File: src/rtl/khash_pkg.sv
// Package for the keyword hash table: sizes, codes, request/response types.
// Used by every module of the block but khash_ram; depends on nothing.
package khash_pkg;

    // Table geometry; TABLE_SLOTS must be a power of two
    localparam int TABLE_SLOTS = 256;
    localparam int PREFIX_LEN  = 8;
    localparam int SLOT_W      = $clog2(TABLE_SLOTS);

    // Lanes: one per key byte
    localparam int LANES   = 8;
    localparam int LANE_W  = 3;
    localparam int BYTE_W  = 8;
    // Widest lane term: c + (c << 7)
    localparam int TERM_W  = BYTE_W + LANES;
    // Sum of all lane terms
    localparam int HASH_W  = TERM_W + LANE_W;

    localparam int ENTRY_W = 49;

    // Operation codes
    localparam logic OP_LOOKUP = 1'b0;
    localparam logic OP_INSERT = 1'b1;

    // Status codes
    localparam logic [1:0] ST_OK      = 2'd0;
    localparam logic [1:0] ST_MISS    = 2'd1;
    localparam logic [1:0] ST_COLLIDE = 2'd2;

    typedef struct packed {
        logic        operation;
        logic [63:0] key_bytes;
        logic [7:0]  key_len;
        logic [15:0] open_code;
        logic [15:0] close_code;
        logic [15:0] attr_code;
        logic        extra_flag;
    } req_t;

    typedef struct packed {
        logic [1:0]  status;
        logic [7:0]  slot;
        logic [15:0] found_open;
        logic [15:0] found_close;
        logic [15:0] found_attr;
        logic        found_flag;
    } resp_t;

    // Stored entry: open, close, attr, flag from high bits to low
    typedef struct packed {
        logic [15:0] open_code;
        logic [15:0] close_code;
        logic [15:0] attr_code;
        logic        flag;
    } entry_t;

    typedef logic [LANES-1:0][TERM_W-1:0] term_arr_t;

endpackage

File: src/rtl/khash_merge.sv
// Merge stage: adds the lane terms and registers the slot index.
// Depends on khash_pkg.
module khash_merge
    import khash_pkg::*;
(
    input  logic              clk,
    input  logic              en,
    input  term_arr_t         terms,
    output logic [SLOT_W-1:0] slot
);

    logic [HASH_W-1:0] hash_sum;
    logic [SLOT_W-1:0] slot_reg;

    // Sum the lane terms
    always_comb
    begin
        hash_sum = '0;
        for (int i = 0; i < LANES; i++)
        begin
            hash_sum = hash_sum + HASH_W'(terms[i]);
        end
    end

    // Reduce mod the slot count and hold
    always_ff @(posedge clk)
    begin
        if (en)
        begin
            slot_reg <= hash_sum[SLOT_W-1:0];
        end
    end

    assign slot = slot_reg;

endmodule

File: config.mk
export PLATFORM = sky130hd
export DESIGN_NAME = khash_merge
export DESIGN_NICKNAME = d
export VERILOG_FILES = /design/src/rtl/khash_pkg.sv /design/src/rtl/khash_merge.sv
export SDC_FILE = /design/constraint.sdc
export NUM_CORES = 1
export LEC_CHECK = 0
export ABC_AREA = 1
export BUFFER_PORTS_ARGS = -buffer_cell sky130_fd_sc_hd__buf_2
export CAP_MARGIN = 20
export CELL_PAD_IN_SITES_DETAIL_PLACEMENT = 0
export CELL_PAD_IN_SITES_GLOBAL_PLACEMENT = 1
export CORE_ASPECT_RATIO = 0.8
export CORE_MARGIN = 2
export CORE_UTILIZATION = 29
export CTS_BUF_LIST = sky130_fd_sc_hd__clkbuf_8 sky130_fd_sc_hd__clkbuf_16
export DETAILED_ROUTE_END_ITERATION = 10
export GPL_TIMING_DRIVEN = 0
export PLACE_DENSITY_LB_ADDON = 0.1
export SKIP_CTS_REPAIR_TIMING = 1
export SLEW_MARGIN = 20
export SYNTH_ARGS = -nofsm -noshare
export SYNTH_HDL_FRONTEND = slang
export SYNTH_SLANG_ARGS = --single-unit
File: constraint.sdc
create_clock -name clk -period 6.5 [get_ports clk]
set_input_delay 0.65 -clock clk [delete_from_list [all_inputs] [get_ports clk]]
set_output_delay 0.65 -clock clk [all_outputs]
set_load 0.05 [all_outputs]
==> flow_summary.json <==
{
  "crit_required_ns": 6.48,
  "leakage_uw": 0.00136,
  "yosysUniqueCellTypes": 14,
  "period_share_pct": 62.9,
  "crit_path_max_fanout": 4,
  "cts_sinks": 8,
  "io_buffers": 73,
  "drc": 0,
  "crit_type": "in -> reg",
  "first_global_vias": 1414,
  "start_util_pct": 29.7,
  "yosysWarnings": 0,
  "drive_above_1_share_pct": 30.1,
  "firstDrtPassIters": 2,
  "startpoint_type": "input pin",
  "fp.coreArea_um2": 5850,
  "synthToLayoutAreaGrowth_pct": 29.2,
  "htree_levels": 1,
  "hold_class": "in -> reg",
  "status": "finished, final reports clean",
  "tightestPinTransition_ns": 0.257,
  "num_antenna_cells": 0,
  "fill_cells": 639,
  "largest_reg_flops": 8,
  "vias_per_cell": 3.74,
  "syn_nets": 380,
  "peakVddDrop_mv": 0.112,
  "fmax_ghz": 0.245,
  "die_x_um": 90.6,
  "power_density_nw_per_um2": 354,
  "maxCapViolations": 0,
  "cts-root-buf": "clkbuf_8",
  "synth-seq-cells": 8,
  "fin_crit_ns": 4.09,
  "fp-row-count": 25,
  "drt-total-wl_um": 2880,
  "multi_input_area_um2": 1180,
  "avgSynthCellArea_um2": 8.56,
  "ioPinCount": 138,
  "first_iter_violations": 21,
  "cts_tree": "yes",
  "hold_viol": 0,
  "vias": 1348,
  "slew_headroom_pct": 83.0,
  "track_usage_pct": 10.0,
  "syn_inst": 203,
  "die_h_um": 73.2,
  "tns_ns": 0,
  "final_cell_mix": "inv_1 (84), buf_2 (73), fa_1 (39)",
  "synth-seq-area-share_pct": 13.8,
  "tritoncts.num_buffers": 3,
  "placed_cell_area_um2": 2200,
  "clock_path_buffers": 2,
  "maxSlewViolCount": 0,
  "grt_remaining_overflow": 0,
  "detail_route.wl_per_cell_um": 8.00,
  "grt_pass1_wl_um": 5560,
  "grt_max_degree": 9,
  "end_kind": "flip-flop",
  "arrival_ns": 4.06,
  "rsz0062_at_grt": "no",
  "syn-cell-area_um2": 1740,
  "die_area_um2": 6630,
  "place.gp.congestion": 0.632,
  "nets": 458,
  "register_area_um2": 240,
  "path_clk_slew_ns": 0.04,
  "fin_area_um2": 2250,
  "setup_viol": 0,
  "dp_hpwl_um": 2780,
  "postRouteAntennaNets": 0,
  "layout_commonest_cell": "inv_1",
  "antenna_found_initial": 0
}
[kinds of logic after synthesis]
kind of cell,Yosys count,share of synthesized area (%)
AO/OA/AOI/OAI,2,1.22
XOR/XNOR,4,2.02
adder cells (fa/ha/maj),47,50.7
buffers and inverters,85,18.4
flip-flops,8,13.8
AND/OR/NAND/NOR,57,13.9
[worst paths after layout]
check | from | endpoint | slack [ns] | cells after the start
worst min-delay path | en | slot[2]$_DFFE_PP_ | 0.78 | 1
worst max-delay path | terms[4] | slot[7]$_DFFE_PP_ | 2.41 | 18
[cell usage after synthesis, drive strengths merged]
cell type,number,area share [%]
nor2,8,1.9
inv,85,18
a21oi,2,1.2
xnor2,1,0.50
nand3,10,2.9
ha,8,5.8
xor2,3,1.5
nand2,39,9.1
edfxtp,8,14
fa,39,45
[worst max-delay path, cell delays in order]
cell and delay (ns):
buf_2 0.08, inv_1 0.04, fa_1 0.54, inv_1 0.06, fa_1 0.50, fa_1 0.54
inv_1 0.05, fa_1 0.53, inv_1 0.04, ha_1 0.34, a21oi_1 0.16, nand2_1 0.09
nand2_1 0.07, nand2_1 0.08, a21oi_4 0.13, inv_1 0.05, nand3_1 0.07, nand2_1 0.05
[layer usage]
metal	wire (µm)	track usage, %	part of all wire (%)
met1	1270	13.0	44
met3	210	1.76	7.3
met4	0	1.03	0
met5	0	0	0
met2	1400	18.3	49
[power by group]
group	switching [µW]	internal (µW)
clock network	18.2	40.0
logic	377	235
registers	6.46	118
total	402	393
[final cells by class]
type | count | area share, %
clock buffers | 3 | 1.84
inverters | 85 | 14.2
multi-input cells | 110 | 52.5
flip-flops and latches | 8 | 10.7
well taps | 81 | 4.51
repair buffers | 73 | 16.3
[through the flow]
stage	hold slack [ns]	std cells	util, %	total power, µW	setup WS, ns
3_5_place_dp	1.01	357	37.7	755	2.14
4_1_cts	0.777	360	38.4	821	2.37
6_report	0.780	360	38.4	795	2.41
5_1_grt	0.772	360	38.4	919	2.16
3_3_place_gp	1.01	357	37.7	752	2.15
2_1_floorplan	0.762	203	-	616	2.40
No activity file was read; power rests on OpenSTA's default activity.
