[config.mk]
export PLATFORM = sky130hd
export DESIGN_NAME = khash_lane
export DESIGN_NICKNAME = d
export VERILOG_FILES = /design/src/rtl/khash_pkg.sv /design/src/rtl/khash_lane.sv
export SDC_FILE = /design/constraint.sdc
export NUM_CORES = 1
export LEC_CHECK = 0
export BUFFER_PORTS_ARGS = -buffer_cell sky130_fd_sc_hd__buf_2
export CAP_MARGIN = 30
export CORE_MARGIN = 1.5
export CORE_UTILIZATION = 50
export CTS_CLUSTER_SIZE = 10
export DETAILED_ROUTE_END_ITERATION = 7
export GPL_TIMING_DRIVEN = 0
export PLACE_DENSITY = 0.75
export SKIP_CTS_REPAIR_TIMING = 1
export SYNTH_ARGS = -nofsm -noshare
export SYNTH_HDL_FRONTEND = slang
export SYNTH_SLANG_ARGS = --single-unit
[constraint.sdc]
create_clock -name clk -period 5.7 [get_ports clk]
set_input_delay 1.14 -clock clk [delete_from_list [all_inputs] [get_ports clk]]
set_output_delay 1.14 -clock clk [all_outputs]
set_load 0.02 [all_outputs]
[src/rtl/khash_pkg.sv]
// Package for the keyword hash table: sizes, codes, request/response types.
// Used by every module of the block but khash_ram; depends on nothing.
package khash_pkg;

    // Table geometry; TABLE_SLOTS must be a power of two
    localparam int TABLE_SLOTS = 256;
    localparam int PREFIX_LEN  = 8;
    localparam int SLOT_W      = $clog2(TABLE_SLOTS);

    // Lanes: one per key byte
    localparam int LANES   = 8;
    localparam int LANE_W  = 3;
    localparam int BYTE_W  = 8;
    // Widest lane term: c + (c << 7)
    localparam int TERM_W  = BYTE_W + LANES;
    // Sum of all lane terms
    localparam int HASH_W  = TERM_W + LANE_W;

    localparam int ENTRY_W = 49;

    // Operation codes
    localparam logic OP_LOOKUP = 1'b0;
    localparam logic OP_INSERT = 1'b1;

    // Status codes
    localparam logic [1:0] ST_OK      = 2'd0;
    localparam logic [1:0] ST_MISS    = 2'd1;
    localparam logic [1:0] ST_COLLIDE = 2'd2;

    typedef struct packed {
        logic        operation;
        logic [63:0] key_bytes;
        logic [7:0]  key_len;
        logic [15:0] open_code;
        logic [15:0] close_code;
        logic [15:0] attr_code;
        logic        extra_flag;
    } req_t;

    typedef struct packed {
        logic [1:0]  status;
        logic [7:0]  slot;
        logic [15:0] found_open;
        logic [15:0] found_close;
        logic [15:0] found_attr;
        logic        found_flag;
    } resp_t;

    // Stored entry: open, close, attr, flag from high bits to low
    typedef struct packed {
        logic [15:0] open_code;
        logic [15:0] close_code;
        logic [15:0] attr_code;
        logic        flag;
    } entry_t;

    typedef logic [LANES-1:0][TERM_W-1:0] term_arr_t;

endpackage

[src/rtl/khash_lane.sv]
// One hash lane: weighs one key byte by its position and registers the term.
// Depends on khash_pkg.
module khash_lane
    import khash_pkg::*;
(
    input  logic              clk,
    input  logic              en,
    input  logic [LANE_W-1:0] lane_idx,
    input  logic [BYTE_W-1:0] key_byte,
    input  logic [7:0]        key_len,
    output logic [TERM_W-1:0] term
);

    logic              active;
    logic [TERM_W-1:0] ext_byte;
    logic [TERM_W-1:0] term_next;
    logic [TERM_W-1:0] term_reg;

    // Count the byte only inside both the key and the hashed prefix
    assign active = (8'(lane_idx) < key_len) &&
                    ((LANE_W + 1)'(lane_idx) < (LANE_W + 1)'(PREFIX_LEN));

    assign ext_byte  = TERM_W'(key_byte);
    assign term_next = active ? (ext_byte + (ext_byte << lane_idx)) : '0;

    // Hold the term for the merge stage
    always_ff @(posedge clk)
    begin
        if (en)
        begin
            term_reg <= term_next;
        end
    end

    assign term = term_reg;

endmodule

==> flow_metrics.py <==
metrics = {
    "die": {
        "rows": 19,
        "initial_core_util_pct": 54.4,
        "dieArea_sq_mm": 0.00342,
        "die_w_um": 58.5,
        "ios": 37,
        "coreArea_sq_mm": 0.00283,
        "die_y_um": 58.5,
    },
    "clock_network": {
        "numClockSinks": 16,
        "cts_tree": "yes",
        "clk_pin_slew_ns": 0.08,
        "clockBufferDepth": 2,
        "cts_root_buf": "clkbuf_4",
        "h-tree-depth": 1,
        "cts_buffers": 3,
    },
    "worst_setup_path": {
        "critPathMaxFanout": 10,
        "crit_end": "term[11]",
        "required_ns": 5.84,
        "startpoint": "lane_idx[1]",
        "endpoint_kind": "register",
        "cp_cell_sequence": "buf_2 > buf_6 > clkbuf_1 > mux2i_1 > o21ai_0 > and2_1 > ha_1 > o211ai_1 > o211ai_1 > a21oi_1 > or4_1 > a21oi_1",
        "crit_arrival_ns": 3.99,
        "max_stage_delay_ns": 0.53,
        "critPathKind": "primary input to register",
        "cp_slowest_cell": "or4_1",
        "critPathLaunchType": "primary input",
    },
    "power_and_ir_drop": {
        "powerDensity_mw_per_mm2": 203,
        "finalPower_mw": 0.361,
        "p_leak_nw": 0.786,
        "ir_worst_vdd_mv": 0.0687,
    },
    "synth": {
        "yosysSeqAreaShare_pct": 31.2,
        "synth_nets": 202,
        "syn_area_sq_mm": 0.00154,
        "synth-main-ff-cell": "edfxtp_1",
        "synth.distinct_cells": 42,
        "synth_seq_cells": 16,
        "synth-async-reset-ratio_pct": 0,
        "syn-instance-count": 170,
        "syn_avg_cell_area_sq_um": 9.06,
        "synth_edf_count": 16,
        "synth_warnings": 0,
    },
    "route": {
        "drcViolationCount": 0,
        "vias": 1442,
        "post_drt_wl_per_cell_um": 14.9,
        "totalWireLength_um": 3560,
        "vias_per_cell": 6.03,
        "first_pass_iters": 4,
        "drtAntennaViolNets": 0,
        "drt_iter0_markers": 50,
    },
    "timing": {
        "relSlewSlack_pct": 69.0,
        "hold_viol_final": 0,
        "fin_crit_ns": 3.85,
        "rsz0062_at_grt": "no",
        "max_freq_mhz": 260,
        "setup_viol_count_final": 0,
        "tns_ns": 0,
        "slew_viol_final": 0,
        "tightest_slew_ns": 0.452,
        "fin_crit_sh_pct": 67.5,
    },
    "final_layout": {
        "largest_reg_flops": 16,
        "layout-drive-gt1-share_pct": 26.0,
        "syn2layout_area_growth_pct": 15.4,
        "diodes": 0,
        "mostFrequentLayoutCells": "35 x buf_2, 16 x edfxtp_1, 15 x nor2_1, 13 x nand2_1, 12 x a21oi_1",
        "final_nets": 242,
        "final_common_cell": "buf_2",
    },
    "global_route": {
        "grt_pass1_vias": 1395,
        "antenna_found_initial": 0,
        "grt.total_usage_pct": 22.9,
        "overflow": 0,
        "grt_pass1_wl_um": 6130,
        "grt_max_degree": 17,
    },
    "status": {
        "status": "complete, no violations",
    },
    "run": {
        "cap_violations": 0,
    },
    "placement": {
        "gp_congestion": 0.886,
        "dpl.hpwl_um": 2860,
        "io_buffer_count": 35,
    },
    "worst_hold_path": {
        "hold_class": "primary input to register",
    },
}
[power breakdown]
part	internal [mW]	switching, mW
combinational	0.0600	0.0924
clock	0.0245	0.0318
sequential	0.149	0.00270
total	0.234	0.127
[worst max-delay path, delay by kind of cell]
family | cells | cell delay [ns]
AO/OA/AOI/OAI | 5 | 0.89
adder cells (fa/ha/maj) | 1 | 0.35
buffers and inverters | 3 | 0.61
multiplexers | 1 | 0.27
AND/OR/NAND/NOR | 2 | 0.73
[routing by layer]
metal	global-route usage, %	share of wire (%)
met1	29.6	46
met2	39.3	50
met3	1.54	3.0
met4	9.97	1.5
met5	0	0
[synth_stat cells, drive strengths merged (3+ instances only)]
cell,number,share of area [%]
nand2,13,3.2
or4,3,1.5
a21o,6,2.9
and2,5,2.0
xnor2,4,2.3
o21ai,10,3.2
clkbuf,6,1.5
nand3,5,1.6
a211oi,5,2.4
edfxtp,16,31
nor2,16,4.1
nor3,6,1.9
ha,10,8.1
a21oi,12,3.9
mux2,8,6.1
or3,3,1.2
inv,4,0.97
mux2i,10,6.5
[layout make-up]
type	count	area (sq um)
Clock buffer	3	22.5
Tap cell	31	38.8
Timing Repair Buffer	35	175
Inverter	4	15.0
Sequential cell	16	480
Multi-Input combinational cell	142	1000
Fill cell	243	1050
Buffer	8	42.5
[cell families (layout without fill, tap and decap cells)]
logic type                 Yosys count  count (layout)  synth area share (%)
xor gates and xnor gates             6               6                  3.41
buffers and inverters               12              50                  3.74
DFF                                 16              16                  31.2
muxes                               18              18                  12.6
adders and majority gates           11              11                  9.42
AOI/OAI and AO/OA                   45              45                  18.4
and+or+nand+nor                     62              62                  21.2
[through the flow]
stage / cells / worst slack, ns / utilization (%) / instance area [sq um] / hold slack, ns
after floorplan: 170 / 2.08 / - / 1540 / 1.25
after global placement: 236 / 1.67 / 62.0 / 1750 / 1.56
after detailed placement: 236 / 1.65 / 62.0 / 1750 / 1.57
after CTS: 239 / 1.90 / 62.8 / 1780 / 1.28
after global routing: 239 / 1.57 / 62.8 / 1780 / 1.27
final: 239 / 1.85 / 62.8 / 1780 / 1.27
[how the worst min path moves through the flow]
stage	to	cells past startpoint	slack, ns	from
6_report	term[3]	1	1.27	en
5_1_grt	term[1]	1	1.27	en
4_1_cts	term[3]	1	1.28	en
3_5_place_dp	term[3]	1	1.57	en
3_3_place_gp	term[3]	1	1.56	en
2_1_floorplan	term[0]	0	1.25	en
(Power assumes the default switching activity.)
