--- config.mk ---
export PLATFORM = sky130hd
export DESIGN_NAME = khash_ram
export DESIGN_NICKNAME = d
export VERILOG_FILES = /design/src/rtl/khash_ram.sv
export SDC_FILE = /design/constraint.sdc
export NUM_CORES = 1
export LEC_CHECK = 0
export BUFFER_PORTS_ARGS = -buffer_cell sky130_fd_sc_hd__clkbuf_2
export CORE_MARGIN = 2
export CORE_UTILIZATION = 35
export DETAILED_ROUTE_END_ITERATION = 8
export GPL_TIMING_DRIVEN = 0
export MAX_ROUTING_LAYER = met4
export PLACE_DENSITY = 0.61
export SYNTH_ARGS = -nofsm -noshare
export SYNTH_HDL_FRONTEND = slang
export SYNTH_SLANG_ARGS = --single-unit
--- constraint.sdc ---
create_clock -name clk -period 1.42 [get_ports clk]
set_input_delay 0 -clock clk [delete_from_list [all_inputs] [get_ports clk]]
set_output_delay 0 -clock clk [all_outputs]
set_load 0.05 [all_outputs]
--- src/rtl/khash_ram.sv ---
// Generic single-write, single-read RAM with a registered read port.
// Standalone; no package needed.
module khash_ram #(
    parameter int WIDTH = 8,
    parameter int DEPTH = 16
) (
    input  logic                     clk,
    input  logic                     we,
    input  logic [$clog2(DEPTH)-1:0] waddr,
    input  logic [WIDTH-1:0]         wdata,
    input  logic                     re,
    input  logic [$clog2(DEPTH)-1:0] raddr,
    output logic [WIDTH-1:0]         rdata
);

    logic [WIDTH-1:0] mem_reg [DEPTH];
    logic [WIDTH-1:0] rdata_reg;

    // Write port
    always_ff @(posedge clk)
    begin
        if (we)
        begin
            mem_reg[waddr] <= wdata;
        end
    end

    // Read port: hold data until the next read
    always_ff @(posedge clk)
    begin
        if (re)
        begin
            rdata_reg <= mem_reg[raddr];
        end
    end

    assign rdata = rdata_reg;

endmodule

==> flow_summary.yaml, run 1 <==
floorplanning:
  fp.dieW_um: 126.2
  die_y_um: 126.2
  rows: 44
  core_area_sq_um: 14590
  floorplan.initialDensity_pct: 35.83
  die_area_sq_um: 15930
  top_level_ports: 27
placed_design:
  dp.final_hpwl_um: 6546
  place.port_buffers: 25
  placedInstanceArea_sq_um: 5588
  gp_congestion: 0.8281
synthesis:
  count_of_state_elements_after_synthesis: 136
  synth_warnings: 0
  synthDistinctLibCells: 18
  yosysSeqAreaShare_pct: 78.12
  syn-mean-instance-area_sq_um: 22.83
  yosys-top-cells-area: "edfxtp_1, mux4_2, mux4_1"
  ys.flop_type: "edfxtp_1"
  syn_nets: 248
  synthDominantAreaCellType: "edfxtp_1"
  synthCells: 229
  synth_top_cells_by_count: "edfxtp_1, mux4_2, a22oi_1, mux4_1, nor2_1"
  synthMostInstantiatedCell: "edfxtp_1"
  synthesis.area_sq_um: 5228
  number_of_synthesized_flops_with_an_enable_pin: 136
  synth-async-reset-ratio_pct: 0
  synth_top_area_share_pct: 78.12
timing:
  timing.max_slew.rel_slack_pct: 36.10
  finalClockSkew_ns: 0.003801
  finalWorstPathRequiredPeriod_ns: 1.498
  rsz_0062_raised_after_global_routing: "true"
  setup_viol_count_final: 7
  final-hold-violation-count: 0
  tightestPinTransition_ns: 0.9549
  timing.fmax_ghz: 0.6676
  fin_setup_tns_ns: -0.3086
  slew_viol_final: 0
  period_share_pct: 105.5
  final_critical_path_setup_slack_ns: -0.07794
drt:
  detailroute.via_count: 2373
  drc_violation_count_after_routing: 0
  routed_wirelength_um: 10350
  vias_per_cell: 5.028
  drt-pass1-iter-count: 4
  avgRoutedWirePerCell_um: 21.93
  drt_first_iter_violations: 271
  antenna_violating_nets_post_route: 0
power_and_ir_drop:
  power_report.internal_total_uw: 7431
  switching_share_pct: 20.20
  sequentialPowerShare_pct: 48.8
  power_switching_uw: 1881
  power.combinational.fraction_pct: 5.6
  power-per-cell-area_nw_per_um2: 1503
  clockPowerShare_pct: 45.6
  report.power.total_uw: 9313
  vdd_drop_max_mv: 0.9363
  cellLeakagePower_uw: 0.002018
clocking:
  clock_transition_at_the_registers_of_the_reported_paths_ns: 0.06
  cts_tree: "yes"
  cts.path.max_buffers: 2
  cts_setup_buffers: 0
  clk_latency_ns: 0.41
  htree_num_levels: 4
  cts-buffers-inserted: 17
  clock_sink_count: 136
  cts-root-buf: "clkbuf_16"
final_layout:
  post-route-cell-area_sq_um: 6195
  post_route_cells_drive_above_1_share_pct: 34.38
  area.growth.synth_to_final_pct: 18.50
  antenna_cells_inserted: 0
  final_net_count: 294
  post-route-util_pct: 42.46
  largest_reg_flops: 128
global_routing:
  number_of_antenna_violations_at_the_first_check_in_global_routing: 0
  gr-total-overflow: 0
  grt_max_degree: 17
  grt_usage_pct: 14.33
  wire_length_of_the_first_global_routing_pass_um: 15500
  first_global_vias: 2512
worst_setup_path:
  worstPathRequired_ns: 1.57
  cp_data_arrival_time_ns: 1.65
  path_type_of_the_worst_setup_path: "flip-flop to flip-flop"
  crit_fanout: 1
  timing.critical_path.to_type: "flip-flop"
  critPathLaunchType: "flip-flop"
outcome:
  violations: "negative setup slack"
  outcome: "finished, violations left"
min_path:
  hold_crit_path_type: "input port to flip-flop"
run:
  maxCapViolCount: 0
-- layout by cell type, fill, tap and decap left out, types with 4 or more instances in the layout --
cell       instances
a22oi_1            8
nand2_1            9
clkinv_1           4
a22oi_2            8
mux4_2            26
clkbuf_16         17
nor2_1            13
mux4_1             6
edfxtp_1         136
clkinv_2           4
clkbuf_2          25
-- layout make-up --
type	instances	area, sq um
multi-input combinational	83	1082
buffer	10	86.33
tap	184	230.2
clock buffer	20	436.7
sequential	136	4084
timing repair buffer	27	142.6
clock inverter	12	132.6
fill	1259	8394
-- worst max-delay path, cell delays in order (launching register included) --
cell and delay (ns):
edfxtp_1 0.37, mux4_2 0.50, a22oi_2 0.30, nand2_1 0.08
-- worst paths after layout --
| path | endpoint | cells past startpoint | startpoint | slack (ns) |
|---|---|---|---|---|
| hold reg to reg | rdata[7] | 3 | mem_reg[10][7] | 0.77 |
| setup / recovery | rdata[7] | 3 | mem_reg[2][7] | -0.08 |
| setup reg to reg | rdata[7] | 3 | mem_reg[2][7] | -0.08 |
| hold / removal | mem_reg[14][5] | 1 | wdata[5] | 0.04 |
-- power by group through the flow --
| stage | registers (uW) | clock network, uW | logic [uW] |
|---|---|---|---|
| 2_1_floorplan | 4690 | 0 | 229 |
| 3_3_place_gp | 4620 | 0 | 490 |
| 3_5_place_dp | 4630 | 0 | 500 |
| 4_1_cts | 4550 | 4300 | 524 |
| 5_1_grt | 4550 | 4490 | 554 |
| 6_report | 4550 | 4250 | 518 |
-- stage by stage --
step                      hold WS [ns]  instances  worst slack (ns)
final                          0.04048        472          -0.07794
after detailed placement        0.3702        438           -0.4419
after global placement          0.3443        438           -0.3874
after global routing           0.05705        472           -0.1117
after floorplan                0.09887        229            0.1086
after CTS                      0.05202        471          -0.06890
-- cell families after synthesis --
group                  count (synthesis)  synth area share [%]
muxes                                 32                 14.79
and+or+nand+nor                       35                 3.136
DFF                                  136                 78.12
buffers and inverters                 10                 1.651
AOI/OAI and AO/OA                     16                 2.298
-- per-layer routing --
metal | share of wire, % | track usage, % | vias to the layer above
met5 | 0 | - | -
met4 | 0.88 | 4.848 | 0
met3 | 6.0 | 4.078 | 8
met2 | 49 | 21.00 | 81
met1 | 45 | 19.44 | 1221
li1 | - | - | 1063
-- what timing repair did --
item | CTS | global route
pin swaps | 9 | 1
hold buffers | 1 | 0
resized for setup | 16 | 2
endpoints found under the hold margin | 8 | 0
endpoints found under the setup margin | 16 | 16
Power figures use the tool's default switching activity.
==> inputs of run 2 (changes only) <==
--- a/config.mk
+++ b/config.mk
@@ -10,7 +10,6 @@
 export CORE_UTILIZATION = 35
 export DETAILED_ROUTE_END_ITERATION = 8
 export GPL_TIMING_DRIVEN = 0
-export MAX_ROUTING_LAYER = met4
 export PLACE_DENSITY = 0.61
 export SYNTH_ARGS = -nofsm -noshare
 export SYNTH_HDL_FRONTEND = slang
==> flow_summary.yaml, run 2 (synthesis results as in run 1) <==
worst_setup_path:
  worstPathRequired_ns: 1.58
  path_buf_inv: 0
  crit_path_cell_trace: "mux4_2, a22oi_2, nand2_1"
  cp_slowest_stage_delay_ns: 0.50
  worst_setup_path_endpoint: "rdata[7]"
  reg2reg_slack_ns: -0.1
  reg2regPathDepth: 3
  path_type_of_the_worst_setup_path: "flip-flop to flip-flop"
  timing.critical_path.to_type: "flip-flop"
  rr_startpoint: "mem_reg[2][7]"
  timing.critical_path.max_delay_family: "multiplexers"
  crit_path_start: "mem_reg[2][7]"
  reg_to_reg_critical_path_endpoint: "rdata[7]"
  cp_data_arrival_time_ns: 1.67
  crit_fanout: 1
  critPathLaunchType: "flip-flop"
  crit_cells: 3
  critical-path-slowest-cell: "mux4_2"
clocking:
  cts_tree: "yes"
  cts-buffers-inserted: 17
  htree_num_levels: 4
  cts-root-buf: "clkbuf_16"
  cts_setup_buffers: 0
  clock_sink_count: 136
  cts.path.max_buffers: 2
  clk_latency_ns: 0.41
  clock_transition_at_the_registers_of_the_reported_paths_ns: 0.06
power_and_ir_drop:
  power.combinational.fraction_pct: 5.5
  report.power.total_uw: 9326
  power-per-cell-area_nw_per_um2: 1505
  clockPowerShare_pct: 45.7
  sequentialPowerShare_pct: 48.8
  power_report.internal_total_uw: 7431
  cellLeakagePower_uw: 0.002018
  switching_share_pct: 20.32
  vdd_drop_max_mv: 0.9364
  power_switching_uw: 1895
timing:
  finalClockSkew_ns: 0.006596
  finalWorstPathRequiredPeriod_ns: 1.515
  rsz_0062_raised_after_global_routing: "true"
  period_share_pct: 106.7
  fin_worst_hold_slack_ns: 0.04069
  final_critical_path_setup_slack_ns: -0.09529
  timing.max_slew.rel_slack_pct: 37.43
  final-hold-violation-count: 0
  setup_viol_count_final: 7
  timing.fmax_ghz: 0.6599
  tightestPinTransition_ns: 0.9350
  slew_viol_final: 0
floorplanning:
  rows: 44
  die_area_sq_um: 15930
  core_area_sq_um: 14590
  floorplan.initialDensity_pct: 35.83
  die_y_um: 126.2
  fp.dieW_um: 126.2
  top_level_ports: 27
final_layout:
  antenna_cells_inserted: 0
  highest_count_cells_in_the_layout_ignoring_fill_and_taps: "edfxtp_1, mux4_2, clkbuf_2"
  area.growth.synth_to_final_pct: 18.50
  largest_reg_flops: 128
  post-route-util_pct: 42.46
  finish.cell_count_without_fillers: 472
  layout.cells.most_common: "edfxtp_1"
  final_net_count: 294
  post_route_cells_drive_above_1_share_pct: 34.38
  fill_cells: 1259
drt:
  avgRoutedWirePerCell_um: 22.04
  vias_per_cell: 5.044
  drt-pass1-iter-count: 4
  routed_wirelength_um: 10400
  antenna_violating_nets_post_route: 0
  detailroute.via_count: 2381
  drt_first_iter_violations: 203
  drc_violation_count_after_routing: 0
placed_design:
  gp_congestion: 0.8159
  placed_cells: 438
  place.port_buffers: 25
  placement.setup.worst_slack_ns: -0.4419
  dp.final_hpwl_um: 6546
min_path:
  hold_crit_path_type: "input port to flip-flop"
global_routing:
  grt_max_degree: 17
  first_global_vias: 2505
  grt_usage_pct: 13.95
  wire_length_of_the_first_global_routing_pass_um: 15480
  number_of_antenna_violations_at_the_first_check_in_global_routing: 0
  gr-total-overflow: 0
run:
  maxCapViolCount: 0
outcome:
  outcome: "finished, violations left"
  violations: "negative setup slack"
## run 2: cell counts in the layout (fill, tap and decap cells not counted)
No cell type changed its count.
## run 2: how the worst min path moves through the flow
stage	startpoint	end	slack (ns)	cells after the start
after CTS	wdata[6]	mem_reg[14][6]	0.05	1
after floorplan	wdata[0]	mem_reg[0][0]	0.1	0
after global routing	wdata[6]	mem_reg[15][6]	0.05	1
after global placement	re	rdata[2]	0.34	1
final	wdata[5]	mem_reg[14][5]	0.04	1
after detailed placement	re	rdata[0]	0.37	1
## run 2: what timing repair did
action / 4_1_cts / 5_1_grt
setup endpoints to repair: 16 / 16
hold endpoints to repair: 8 / 0
resized for setup: 16 / 2
hold buffers: 1 / 0
pin swaps: 9 / 1
## run 2: per-layer routing
metal | share of wire [%] | GRT usage [%]
met5 | 0 | 0
met3 | 6.9 | 4.376
met1 | 44 | 19.12
met4 | 0.99 | 5.042
met2 | 48 | 21.19
## run 2: layout make-up
cell class,count,area [sq um],share of cell area [%]
well taps,184,230.2,3.716
flip-flops and latches,136,4084,65.93
multi-input cells,83,1082,17.47
clock inverters,12,132.6,2.141
repair buffers,27,142.6,2.303
plain buffers,10,86.33,1.394
clock buffers,20,436.7,7.049
## run 2: worst reg2reg max path, delay by kind of cell, from the launching register on
kind / cells / cell delay, ns
and+or+nand+nor: 1 / 0.08
muxes: 1 / 0.50
AOI/OAI and AO/OA: 1 / 0.32
DFF: 1 / 0.37
## run 2: power by group through the flow
| stage | sequential (uW) | combinational, uW | clock [uW] |
|---|---|---|---|
| 2_1_floorplan | 4690 | 229 | 0 |
| 3_3_place_gp | 4620 | 490 | 0 |
| 3_5_place_dp | 4630 | 500 | 0 |
| 4_1_cts | 4550 | 524 | 4300 |
| 5_1_grt | 4550 | 553 | 4490 |
| 6_report | 4550 | 518 | 4260 |
## run 2: metrics by stage
stage          area (sq um)  TNS [ns]
2_1_floorplan          5233         0
3_3_place_gp           5588    -18.90
3_5_place_dp           5588    -20.15
4_1_cts                6186   -0.2730
5_1_grt                6195   -0.6063
6_report               6195   -0.3480
